===== src/hdl/ccsc_pkg.sv =====
package ccsc_pkg;

	// round key store geometry: one row holds the keys of one cascade round
	localparam int ROUND_KEY_WORDS = 128;
	localparam int LANES = 8;
	localparam int RK_ROWS = ROUND_KEY_WORDS / LANES;
	localparam int ROW_AW = $clog2(RK_ROWS);
	localparam int ROW_W = LANES * 32;

	// config register map
	localparam int CFG_IDX_W = 4;
	localparam logic [CFG_IDX_W-1:0] REG_NONCE_0 = 4'd4;
	localparam logic [CFG_IDX_W-1:0] REG_LIMIT = 4'd8;

	// cipher constants
	localparam logic [31:0] GOLDEN = 32'h9E3779B9;
	localparam logic [31:0] SIGMA_0 = 32'h61707865;
	localparam logic [31:0] SIGMA_1 = 32'h3320646e;
	localparam logic [31:0] SIGMA_2 = 32'h79622d32;
	localparam logic [31:0] SIGMA_3 = 32'h6b206574;
	localparam logic [7:0] BLEND_0 = 8'hF0;
	localparam logic [7:0] BLEND_1 = 8'hCC;
	localparam logic [7:0] BLEND_2 = 8'hAA;

	typedef enum logic [2:0] {
		KG_IDLE,
		KG_EXP_RUN,
		KG_EXP_WR0,
		KG_EXP_WR1,
		KG_CAS
	} kg_state_t;

	typedef logic [15:0][31:0] cc_state_t;
	typedef logic [LANES-1:0][31:0] lanes_t;

	// classified input word
	typedef struct packed {
		logic [63:0] payload;
		logic [3:0]  byte_count;
		logic        last;
		logic [7:0]  byte_mask;
	} item_t;

	// back end to keystream generator
	typedef struct packed {
		logic pop;
		logic msg_end;
		logic in_msg;
	} ctl_t;

	// head of keystream block queue
	typedef struct packed {
		logic             valid;
		logic [ROW_W-1:0] block;
	} ks_t;

endpackage


===== src/hdl/ccsc_if.sv =====
interface ccsc_in_if;
	logic        valid;
	logic        ready;
	logic [63:0] payload;
	logic [3:0]  byte_count;
	logic        last;
	modport source (output valid, payload, byte_count, last, input ready);
	modport sink (input valid, payload, byte_count, last, output ready);
endinterface



===== src/hdl/ccsc_front.sv =====
module ccsc_front (
	input  logic             clk,
	input  logic             arst_n,
	ccsc_in_if.sink          in_ch,
	input  logic             pop,
	output logic             head_valid,
	output ccsc_pkg::item_t  head
);

	ccsc_pkg::item_t fifo_q [2];
	ccsc_pkg::item_t entry;
	logic       wr_ptr_q, rd_ptr_q;
	logic [1:0] cnt_q;
	logic       push;

	// classify: byte mask from count, counts above 8 keep all bytes
	always_comb begin
		entry.payload = in_ch.payload;
		entry.byte_count = in_ch.byte_count;
		entry.last = in_ch.last;
		for (int i = 0; i < 8; i++) begin
			entry.byte_mask[i] = 4'(i) < in_ch.byte_count;
		end
	end

	assign in_ch.ready = cnt_q != 2'd2;
	assign push = in_ch.valid && in_ch.ready;
	assign head_valid = cnt_q != 2'd0;
	assign head = fifo_q[rd_ptr_q];

	// word queue storage
	always_ff @(posedge clk) begin
		if (push) begin
			fifo_q[wr_ptr_q] <= entry;
		end
	end

	// queue pointers
	always_ff @(posedge clk or negedge arst_n) begin
		if (!arst_n) begin
			wr_ptr_q <= 1'b0;
			rd_ptr_q <= 1'b0;
			cnt_q <= 2'd0;
		end else begin
			if (push) wr_ptr_q <= !wr_ptr_q;
			if (pop) rd_ptr_q <= !rd_ptr_q;
			cnt_q <= cnt_q + 2'(push) - 2'(pop);
		end
	end

endmodule


===== src/flat_wrapper.sv =====
// flat-port wrapper written by rule: the top's interface ports become plain ports
module ccsc_front_flat 
  (clk, arst_n, pop, head_valid, head, in_ch_valid, in_ch_payload, in_ch_byte_count, in_ch_last, in_ch_ready);
  ccsc_in_if in_ch_i ();
  input  logic clk;
  input  logic arst_n;
  input  logic pop;
  output logic head_valid;
  output ccsc_pkg::item_t head;
  input wire logic [$bits(in_ch_i.valid)-1:0] in_ch_valid;
  input wire logic [$bits(in_ch_i.payload)-1:0] in_ch_payload;
  input wire logic [$bits(in_ch_i.byte_count)-1:0] in_ch_byte_count;
  input wire logic [$bits(in_ch_i.last)-1:0] in_ch_last;
  output wire logic [$bits(in_ch_i.ready)-1:0] in_ch_ready;
  assign in_ch_i.valid = in_ch_valid;
  assign in_ch_i.payload = in_ch_payload;
  assign in_ch_i.byte_count = in_ch_byte_count;
  assign in_ch_i.last = in_ch_last;
  assign in_ch_ready = in_ch_i.ready;
  ccsc_front u_core (.clk(clk), .arst_n(arst_n), .in_ch(in_ch_i), .pop(pop), .head_valid(head_valid), .head(head));
endmodule

===== config.mk =====
export PLATFORM = sky130hd
export DESIGN_NAME = ccsc_front_flat
export DESIGN_NICKNAME = d
export VERILOG_FILES = /design/src/hdl/ccsc_pkg.sv /design/src/hdl/ccsc_if.sv /design/src/hdl/ccsc_front.sv /design/src/flat_wrapper.sv
export SDC_FILE = /design/constraint.sdc
export NUM_CORES = 1
export LEC_CHECK = 0
export BUFFER_PORTS_ARGS = -buffer_cell sky130_fd_sc_hd__buf_2
export CELL_PAD_IN_SITES_DETAIL_PLACEMENT = 0
export CELL_PAD_IN_SITES_GLOBAL_PLACEMENT = 1
export CORE_MARGIN = 2
export CORE_UTILIZATION = 48
export DETAILED_ROUTE_END_ITERATION = 6
export PLACE_DENSITY = 0.84
export RECOVER_POWER = 50
export SKIP_CTS_REPAIR_TIMING = 1
export SLEW_MARGIN = 5
export SYNTH_ARGS = -nofsm -noshare
export SYNTH_HDL_FRONTEND = slang
export SYNTH_SLANG_ARGS = --single-unit

===== constraint.sdc =====
create_clock -name clk -period 9 [get_ports clk]
set_input_delay 0.45 -clock clk [delete_from_list [all_inputs] [get_ports clk]]
set_output_delay 0.45 -clock clk [all_outputs]
set_load 0.01 [all_outputs]

==> results_dict.tcl <==
set metrics [dict create \
    cp.arrival_ps 4020 \
    antenna_found_initial 1 \
    final_nets 500 \
    cts_made_buffers 17 \
    portBuffers 151 \
    track_usage_pct 14.8 \
    synth_top_cells_by_count "edfxtp_1 (152), mux2_2 (46), mux2_4 (30), buf_2 (4), dfrtp_1 (4)" \
    relSlewSlack_pct -143 \
    synth_area_leaders "edfxtp_1 (78%), mux2_2 (8.8%), mux2_4 (7.7%)" \
    synth-seq-cells 156 \
    core-area_sq_um 12000 \
    clock_skew_ps 6.71 \
    synth_edf_count 152 \
    die_height_um 115 \
    grt_max_degree 78 \
    cts_buffer_depth 2 \
    tightest_slew_ps 3640 \
    grt_overflow 0 \
    initial_core_util_pct 49.2 \
    synth_seq_area_share_pct 79.3 \
    cts.sinks 156 \
    drc 0 \
    routedWlPerCell_um 16.3 \
    async_flop_share_pct 2.56 \
    netlist_area_sq_um 5880 \
    place_congestion 0.703 \
    grt_pass1_wl_um 14600 \
    leakage_nw 2.68 \
    drive_above_1_share_pct 50.8 \
    worst_ep_required_time_ps 8550 \
    powerDensity_nw_per_um2 331 \
    fin_tns_setup_ps 0 \
    crit_path_max_incr_delay_ps 2800 \
    cp_slowest_cell "dfrtp_1" \
    grt_pass1_vias 2958 \
    end_kind "primary output" \
    synth_cell_type_count 24 \
    dp_slack_ps 6410 \
    worstSkewPairLatency_ps 410 \
    areaGrowthSynthToFinish_pct 22.8 \
    syn_inst 264 \
    yosys.area.top_type_share_pct 77.6 \
    ys.flop_type "edfxtp_1" \
    path_max_fanout 77 \
    cts-htree-levels 4 \
    max-vdd-ir-drop_mv 0.384 \
    outcome "finished, violations left" \
    dr.pass1.iters 4 \
    dieArea_sq_um 13200 \
    finalHoldViolations 0 \
    nFillCells 934 \
    synth_nets 338 \
    cts_tree "done" \
    crit_chain "mux2_2 > buf_2" \
    syn_avg_cell_area_sq_um 22.3 \
    path_clk_slew_ps 60 \
    yosysWarningCount 0 \
    worst_setup_path_start_kind "flip-flop" \
    maxCapViolCount 2 \
    cts-root-buf "clkbuf_16" \
    synth.most_common_cell "edfxtp_1" \
    drt_iter0_drc 134 \
    rows 40 \
    drtAntennaViolNets 0 \
    violations "max-capacitance violations, max-slew violations" \
    setup_viol 0 \
    rsz0062_at_grt "no" \
    num_vias 2856 \
    synth_area_leader_cell "edfxtp_1" \
    viasPerCell 4.87 \
    fmax_ghz 0.224 \
    dpl.hpwl_um 6040 \
    crit_type "reg2out" \
    drv_slew 155 \
    hp-class "in2reg" \
    finalWirelength_um 9580 \
    die_w_um 115 \
    finalCritPeriodShare_pct 49.6 \
    io_pins 152 \
    final.min_clock_period_ps 4470 \
    final.setup.worst_slack_ps 4530 \
]
[cells in the final DEF (no fill, tap or decap)]
cell type,instances
a21o_1,2
a31o_2,1
and3_1,1
buf_2,114
buf_4,1
clkbuf_1,41
clkbuf_16,17
clkinv_2,4
clkinv_4,1
clkinvlp_4,6
dfrtp_1,4
diode_2,1
dlygate4sd3_1,1
edfxtp_1,152
ha_1,1
inv_1,1
mux2_2,46
mux2_4,30
mux2i_1,1
nand2_1,2
nand2b_1,2
nor2_4,1
nor2b_1,1
o21ai_0,1
or2_0,1
or2_2,2
or3_1,1
xnor2_1,2
xor2_1,2
[critical path: cells and delay by family, from the launching register on]
family | cells | cell delay (ps)
DFF | 1 | 2800
buffers and inverters | 1 | 140
muxes | 1 | 550
[routing by layer]
layer  up-vias  GRT usage [%]  part of all wire (%)
met2       102           23.0                    48
met1      1375           18.0                    42
met3        15           6.88                   8.9
li1       1364              -                     -
met5         -              0                     0
met4         0           6.10                   1.7
[worst paths after layout]
check                                  startpoint                   end  slack, ps  depth (start not counted)
worst max register to register    u_core.cnt_q[1]  u_core.fifo_q[1][60]       5360                          2
min in group asynchronous                  arst_n       u_core.wr_ptr_q        400                          2
max in group asynchronous                  arst_n       u_core.cnt_q[1]       8420                          2
worst max-delay path              u_core.rd_ptr_q              head[35]       4530                          2
worst min register to register    u_core.wr_ptr_q       u_core.wr_ptr_q        550                          1
worst min-delay path            in_ch_payload[36]  u_core.fifo_q[1][49]        230                          1
[report_power, final]
part / switching, W / total, W / internal [W] / leakage, nW
combinational: 0.000291 / 0.000661 / 0.000370 / 0.997
clock: 0.000265 / 0.000615 / 0.000350 / 0.235
sequential: 0.000114 / 0.00111 / 0.00100 / 1.45
total: 0.000670 / 0.00239 / 0.00172 / 2.68
[state kept, by name (all words and copies together) (netlist names)]
signal,cells
u_core.fifo_q,152
u_core.cnt_q,2
u_core.wr_ptr_q,1
u_core.rd_ptr_q,1
[metrics by stage]
| stage | area [sq um] | hold WS (ps) | std cells | power [W] | utilization [%] |
|---|---|---|---|---|---|
| floorplan | 5880 | 154 | 264 | 0.00155 | - |
| global placement | 6750 | 258 | 553 | 0.00175 | 56.4 |
| detailed placement | 6750 | 259 | 553 | 0.00177 | 56.4 |
| CTS | 7260 | -180 | 585 | 0.00239 | 60.7 |
| global route | 7220 | 206 | 586 | 0.00252 | 60.3 |
| finish | 7220 | 228 | 587 | 0.00239 | 60.4 |
[area by class of cell]
type                       instances  area, sq um  share of cell area [%]
tap                              147          184                    2.55
timing repair buffer             153          727                    10.1
inverter                           1         3.75                  0.0520
clock buffer                      21          440                    6.10
clock inverter                    11         73.8                    1.02
antenna                            1         2.50                  0.0347
multi-input combinational         97         1120                    15.6
sequential                       156         4660                    64.6
[kinds of logic (layout without fill, tap and decap cells)]
| kind of cell | Yosys count | count (layout) | synth area share [%] |
|---|---|---|---|
| mux | 77 | 77 | 16.6 |
| xor+xnor | 4 | 4 | 0.596 |
| buf+inv | 11 | 186 | 1.68 |
| flops | 156 | 156 | 79.3 |
| fa+ha+maj | 1 | 1 | 0.213 |
| compound gates | 4 | 4 | 0.489 |
| other cells | 0 | 1 | 0 |
| simple gates | 11 | 11 | 1.04 |
Note: power is estimated with default switching activity, not from simulation.
