**src/hdl/ccsc_pkg.sv**
```systemverilog
package ccsc_pkg;

	// round key store geometry: one row holds the keys of one cascade round
	localparam int ROUND_KEY_WORDS = 128;
	localparam int LANES = 8;
	localparam int RK_ROWS = ROUND_KEY_WORDS / LANES;
	localparam int ROW_AW = $clog2(RK_ROWS);
	localparam int ROW_W = LANES * 32;

	// config register map
	localparam int CFG_IDX_W = 4;
	localparam logic [CFG_IDX_W-1:0] REG_NONCE_0 = 4'd4;
	localparam logic [CFG_IDX_W-1:0] REG_LIMIT = 4'd8;

	// cipher constants
	localparam logic [31:0] GOLDEN = 32'h9E3779B9;
	localparam logic [31:0] SIGMA_0 = 32'h61707865;
	localparam logic [31:0] SIGMA_1 = 32'h3320646e;
	localparam logic [31:0] SIGMA_2 = 32'h79622d32;
	localparam logic [31:0] SIGMA_3 = 32'h6b206574;
	localparam logic [7:0] BLEND_0 = 8'hF0;
	localparam logic [7:0] BLEND_1 = 8'hCC;
	localparam logic [7:0] BLEND_2 = 8'hAA;

	typedef enum logic [2:0] {
		KG_IDLE,
		KG_EXP_RUN,
		KG_EXP_WR0,
		KG_EXP_WR1,
		KG_CAS
	} kg_state_t;

	typedef logic [15:0][31:0] cc_state_t;
	typedef logic [LANES-1:0][31:0] lanes_t;

	// classified input word
	typedef struct packed {
		logic [63:0] payload;
		logic [3:0]  byte_count;
		logic        last;
		logic [7:0]  byte_mask;
	} item_t;

	// back end to keystream generator
	typedef struct packed {
		logic pop;
		logic msg_end;
		logic in_msg;
	} ctl_t;

	// head of keystream block queue
	typedef struct packed {
		logic             valid;
		logic [ROW_W-1:0] block;
	} ks_t;

endpackage

```
**src/hdl/ccsc_if.sv**
```systemverilog


interface ccsc_out_if;
	logic        valid;
	logic        ready;
	logic [63:0] cipher_word;
	logic [3:0]  valid_bytes;
	logic        end_of_message;
	modport source (output valid, cipher_word, valid_bytes, end_of_message, input ready);
	modport sink (input valid, cipher_word, valid_bytes, end_of_message, output ready);
endinterface


```
**src/hdl/ccsc_back.sv**
```systemverilog
module ccsc_back (
	input  logic            clk,
	input  logic            arst_n,
	input  logic            head_valid,
	input  ccsc_pkg::item_t head,
	output logic            pop,
	input  ccsc_pkg::ks_t   ks,
	output ccsc_pkg::ctl_t  ctl,
	ccsc_out_if.source      out_ch
);

	logic        out_valid_q, in_msg_q, fire;
	logic [1:0]  word_pos_q;
	logic [63:0] cipher_q, ks_word, keep;
	logic [3:0]  vbytes_q;
	logic        eom_q;

	assign fire = head_valid && ks.valid && (!out_valid_q || out_ch.ready);
	assign pop = fire;
	assign ks_word = ks.block[{word_pos_q, 6'd0} +: 64];

	always_comb begin
		for (int i = 0; i < 8; i++) begin
			keep[8 * i +: 8] = {8{head.byte_mask[i]}};
		end
	end

	// a block leaves the queue after its fourth word or at message end
	assign ctl.pop = fire && (word_pos_q == 2'd3 || head.last);
	assign ctl.msg_end = fire && head.last;
	assign ctl.in_msg = in_msg_q;

	always_ff @(posedge clk or negedge arst_n) begin
		if (!arst_n) begin
			out_valid_q <= 1'b0;
			in_msg_q <= 1'b0;
			word_pos_q <= 2'd0;
		end else begin
			if (fire) begin
				out_valid_q <= 1'b1;
				in_msg_q <= !head.last;
				word_pos_q <= head.last ? 2'd0 : word_pos_q + 2'd1;
			end else if (out_ch.ready) begin
				out_valid_q <= 1'b0;
			end
		end
	end

	// output word register
	always_ff @(posedge clk) begin
		if (fire) begin
			cipher_q <= (head.payload ^ ks_word) & keep;
			vbytes_q <= head.byte_count;
			eom_q <= head.last;
		end
	end

	assign out_ch.valid = out_valid_q;
	assign out_ch.cipher_word = cipher_q;
	assign out_ch.valid_bytes = vbytes_q;
	assign out_ch.end_of_message = eom_q;

endmodule
```
**src/flat_wrapper.sv**
```systemverilog
// flat-port wrapper written by rule: the top's interface ports become plain ports
module ccsc_back_flat 
  (clk, arst_n, head_valid, head, pop, ks, ctl, out_ch_valid, out_ch_cipher_word, out_ch_valid_bytes, out_ch_end_of_message, out_ch_ready);
  ccsc_out_if out_ch_i ();
  input  logic clk;
  input  logic arst_n;
  input  logic head_valid;
  input  ccsc_pkg::item_t head;
  output logic pop;
  input  ccsc_pkg::ks_t ks;
  output ccsc_pkg::ctl_t ctl;
  output wire logic [$bits(out_ch_i.valid)-1:0] out_ch_valid;
  output wire logic [$bits(out_ch_i.cipher_word)-1:0] out_ch_cipher_word;
  output wire logic [$bits(out_ch_i.valid_bytes)-1:0] out_ch_valid_bytes;
  output wire logic [$bits(out_ch_i.end_of_message)-1:0] out_ch_end_of_message;
  input wire logic [$bits(out_ch_i.ready)-1:0] out_ch_ready;
  assign out_ch_valid = out_ch_i.valid;
  assign out_ch_cipher_word = out_ch_i.cipher_word;
  assign out_ch_valid_bytes = out_ch_i.valid_bytes;
  assign out_ch_end_of_message = out_ch_i.end_of_message;
  assign out_ch_i.ready = out_ch_ready;
  ccsc_back u_core (.clk(clk), .arst_n(arst_n), .head_valid(head_valid), .head(head), .pop(pop), .ks(ks), .ctl(ctl), .out_ch(out_ch_i));
endmodule
```
**config.mk**
```make
export PLATFORM = sky130hd
export DESIGN_NAME = ccsc_back_flat
export DESIGN_NICKNAME = d
export VERILOG_FILES = /design/src/hdl/ccsc_pkg.sv /design/src/hdl/ccsc_if.sv /design/src/hdl/ccsc_back.sv /design/src/flat_wrapper.sv
export SDC_FILE = /design/constraint.sdc
export NUM_CORES = 1
export LEC_CHECK = 0
export BUFFER_PORTS_ARGS = -buffer_cell sky130_fd_sc_hd__clkbuf_2
export CORE_AREA = 2 2 162 164
export CTS_BUF_LIST = sky130_fd_sc_hd__clkbuf_2
export CTS_CLUSTER_SIZE = 24
export DETAILED_ROUTE_END_ITERATION = 6
export DIE_AREA = 0 0 164 166
export GPL_TIMING_DRIVEN = 1
export PLACE_DENSITY_LB_ADDON = 0.2
export SLEW_MARGIN = 40
export SYNTH_ARGS = -nofsm -noshare
export SYNTH_HDL_FRONTEND = slang
export SYNTH_SLANG_ARGS = --single-unit
```
**constraint.sdc**
```tcl
create_clock -name clk -period 5.7 [get_ports clk]
set_input_delay 0.57 -clock clk [delete_from_list [all_inputs] [get_ports clk]]
set_output_delay 0.57 -clock clk [all_outputs]
set_load 0.01 [all_outputs]
```
==> flow_summary.toml <==
[global_routing]
globalRoute.totalOverflow = 0
overall_routing_resource_usage_pct = 12.6
number_of_global_route_vias_before_repair = 4882
grt_max_degree = 71
global_route_wire_length_before_repair_um = 26000
antenna_found_initial = 1

[layout]
final_cell_mix = "sky130_fd_sc_hd__clkbuf_2, sky130_fd_sc_hd__mux2i_1, sky130_fd_sc_hd__xor2_1, sky130_fd_sc_hd__edfxtp_1, sky130_fd_sc_hd__o22ai_1"
sequential_cell_area_sq_um = 2180
layout.cells.non_filler = 1190
drive_gt1_share_pct = 50.5
multi_input_logic_area_sq_um = 2970
mostFrequentLayoutCell = "sky130_fd_sc_hd__clkbuf_2"
layout-area-overhead-vs-synth_pct = 42.7
final_nets = 1190
fill_cells = 2721

[cts]
numClockSinks = 73
cts.root.buffer_cell = "sky130_fd_sc_hd__clkbuf_2"
cts.clk_slew.worst_paths_ns = 0.20
post_cts_resized = 0
tritoncts.num_buffers = 9
tritoncts = "yes"
clock_insertion_delay_worst_skew_ns = 0.53
clk_path_buf_depth = 2
cts.htree.levels = 3

[power]
pwr-share-seq_pct = 42.6
power.combinational.fraction_pct = 40.4
total_leakage_power_nw = 3.79
vdd_drop_max_mv = 0.0880
p_int_w = 0.00108
powerDensity_nw_per_um2 = 210
clockPowerShare_pct = 17.1
overall_power_of_the_completed_layout_w = 0.00163
switching_share_of_power_pct = 33.9
switching_power_w = 0.000555

[route]
drc_marker_count_from_the_first_detailed_route_iteration = 130
postRouteAntennaNets = 0
routed_via_density = 4.08
detailedRoute.firstPassIterationCount = 4
route.detailed.wl_per_inst_um = 14.9
wirelength_um = 17700
total_via_count_after_detailed_routing = 4852
drt_drc_violations_left = 0

[yosys]
synth_area_per_cell_sq_um = 12.1
yosys_warnings = 0
synthesis.nets = 789
synthFlopType = "sky130_fd_sc_hd__edfxtp_1"
post_synth_instance_area_sq_um = 5460
ys_seq_area_share_pct = 39.8
yosys_register_bits = 73
synthDistinctLibCells = 23
count_of_flip_flops_with_a_built_in_enable_after_synthesis = 69
synthArstFlopShare_pct = 5.48
synthesis.instances = 450

[timing]
setup_viol_count_final = 0
post-route-min-period_ns = 2.78
max_clock_freq_mhz = 360
fin_hold_ws_ns = 0.214
skew_ns = 0.0346
number_of_endpoints_with_negative_hold_slack_in_the_final_report = 0
relSlewSlack_pct = 58.3
grt_setup_unrepaired = "no"
finalCritPeriodShare_pct = 48.7
worst_slew_pin_slew_ns = 0.625
final_max_slew_viol_count = 0
final.setup.worst_slack_ns = 2.92
fin_setup_tns_ns = 0

[floorplanning]
initial_core_utilization_pct = 21.3
chipWidth_um = 164
die_h_um = 166
floorplan.io_pins = 412
floorplan.rows = 59
placeableCoreArea_sq_um = 25600
die-area_sq_um = 27200

[setup_path]
path_max_fanout = 35
crit-reg2reg-launch = "u_core.out_ch.valid$_DFFE_PN0P_"
timing.critical_path.required_ns = 5.13
worstSetupStartpoint = "u_core.out_ch.valid$_DFFE_PN0P_"
minimum_setup_slack_among_reg_to_reg_paths_ns = 3.59
worst_ep_arrival_time_ns = 2.21
worst_setup_path_class = "flip-flop to output pin"
crit_path_start_kind = "flip-flop"
r2r_cells = 4
end_kind = "output pin"

[place]
dp.cells = 1174
hpwlAfterDp_um = 15000
gp_congestion = 0.732
dpl_worst_slack_ns = 2.99
io_buffer_count = 411

[flow_run]
maxCapViolations = 0

[run_status]
run_status = "completed"

[min_path]
hold_path_class = "input pin to flip-flop"
hold_path_depth = 1
min_from = "head[12]"
[flip-flops by register name (all words and copies together) (netlist names)]
signal	cells
u_core.in_msg_q	1
u_core.out_ch.cipher_word	64
u_core.out_ch.end_of_message	1
u_core.out_ch.valid	1
u_core.out_ch.valid_bytes	4
u_core.word_pos_q	2
[layer usage]
| layer | vias up | routed length [um] | track usage (%) |
|---|---|---|---|
| met3 | 9 | 1500 | 3.47 |
| met4 | 0 | 191 | 3.32 |
| met1 | 2125 | 6720 | 13.6 |
| met2 | 240 | 9290 | 23.8 |
| met5 | - | 0 | 0 |
| li1 | 2478 | - | - |
[final cells by class]
cell class,instances,area share [%]
flip-flops and latches,73,28.0
diodes,1,0.0321
clock buffers,9,0.578
repair buffers,415,27.2
clock inverters,5,0.627
multi-input cells,351,38.2
well taps,335,5.38
inverters,1,0.0643
[worst paths after layout]
check                                                               end
worst max-delay path                                             ctl[1]
worst min-delay path             u_core.out_ch.valid_bytes[3]$_DFFE_PP_
min in group asynchronous              u_core.word_pos_q[1]$_DFFE_PN0P_
worst max register to register  u_core.out_ch.cipher_word[23]$_DFFE_PP_
max in group asynchronous              u_core.word_pos_q[0]$_DFFE_PN0P_
worst min register to register              u_core.in_msg_q$_DFFE_PN0P_
[per-stage QoR]
step	cell area, sq um	utilization, %
2_1_floorplan	5460	-
3_3_place_gp	7660	29.9
3_5_place_dp	7680	30.0
4_1_cts	7780	30.4
5_1_grt	7790	30.4
6_report	7790	30.4
[repair_timing]
action | CTS | global route
setup buffers | 0 | 0
hold buffers | 1 | 0
hold endpoints to repair | 4 | 0
[Yosys cell counts (2+ instances only)]
cell	n	share of area, %
sky130_fd_sc_hd__buf_1	8	0.55
sky130_fd_sc_hd__buf_12	11	4.0
sky130_fd_sc_hd__buf_4	2	0.28
sky130_fd_sc_hd__buf_6	2	0.41
sky130_fd_sc_hd__dfrtp_1	4	1.8
sky130_fd_sc_hd__edfxtp_1	69	38
sky130_fd_sc_hd__mux2i_1	128	23
sky130_fd_sc_hd__nand2_1	10	0.69
sky130_fd_sc_hd__nand2b_1	10	1.1
sky130_fd_sc_hd__nor2_1	2	0.14
sky130_fd_sc_hd__o21ai_0	2	0.18
sky130_fd_sc_hd__o22ai_1	64	7.3
sky130_fd_sc_hd__xor2_1	128	21
[power by group through the flow]
stage          sequential (W)  combinational [W]  clock, W
5_1_grt              0.000704           0.000736  0.000329
3_5_place_dp         0.000711           0.000674         0
4_1_cts              0.000698           0.000676  0.000311
2_1_floorplan        0.000702           0.000477         0
6_report             0.000696           0.000660  0.000279
3_3_place_gp         0.000727           0.000651         0
[critical path: stages (launching register included)]
cell	delay (ns)
sky130_fd_sc_hd__dfrtp_1	0.39
sky130_fd_sc_hd__nand2b_1	0.07
sky130_fd_sc_hd__nand3_1	0.18
sky130_fd_sc_hd__clkinv_2	0.53
sky130_fd_sc_hd__and2_1	0.39
sky130_fd_sc_hd__clkbuf_2	0.12
[cells by family (layout without fill, tap and decap cells)]
| kind of cell | Yosys count | count (layout) | synth area share, % |
|---|---|---|---|
| compound gates | 67 | 67 | 7.66 |
| xor+xnor | 128 | 128 | 20.5 |
| fa+ha+maj | 1 | 1 | 0.229 |
| buf+inv | 26 | 430 | 5.69 |
| flops | 73 | 73 | 39.8 |
| mux | 129 | 129 | 23.7 |
| other cells | 0 | 1 | 0 |
| simple gates | 26 | 26 | 2.38 |
No activity file was read; power rests on OpenSTA's default activity.
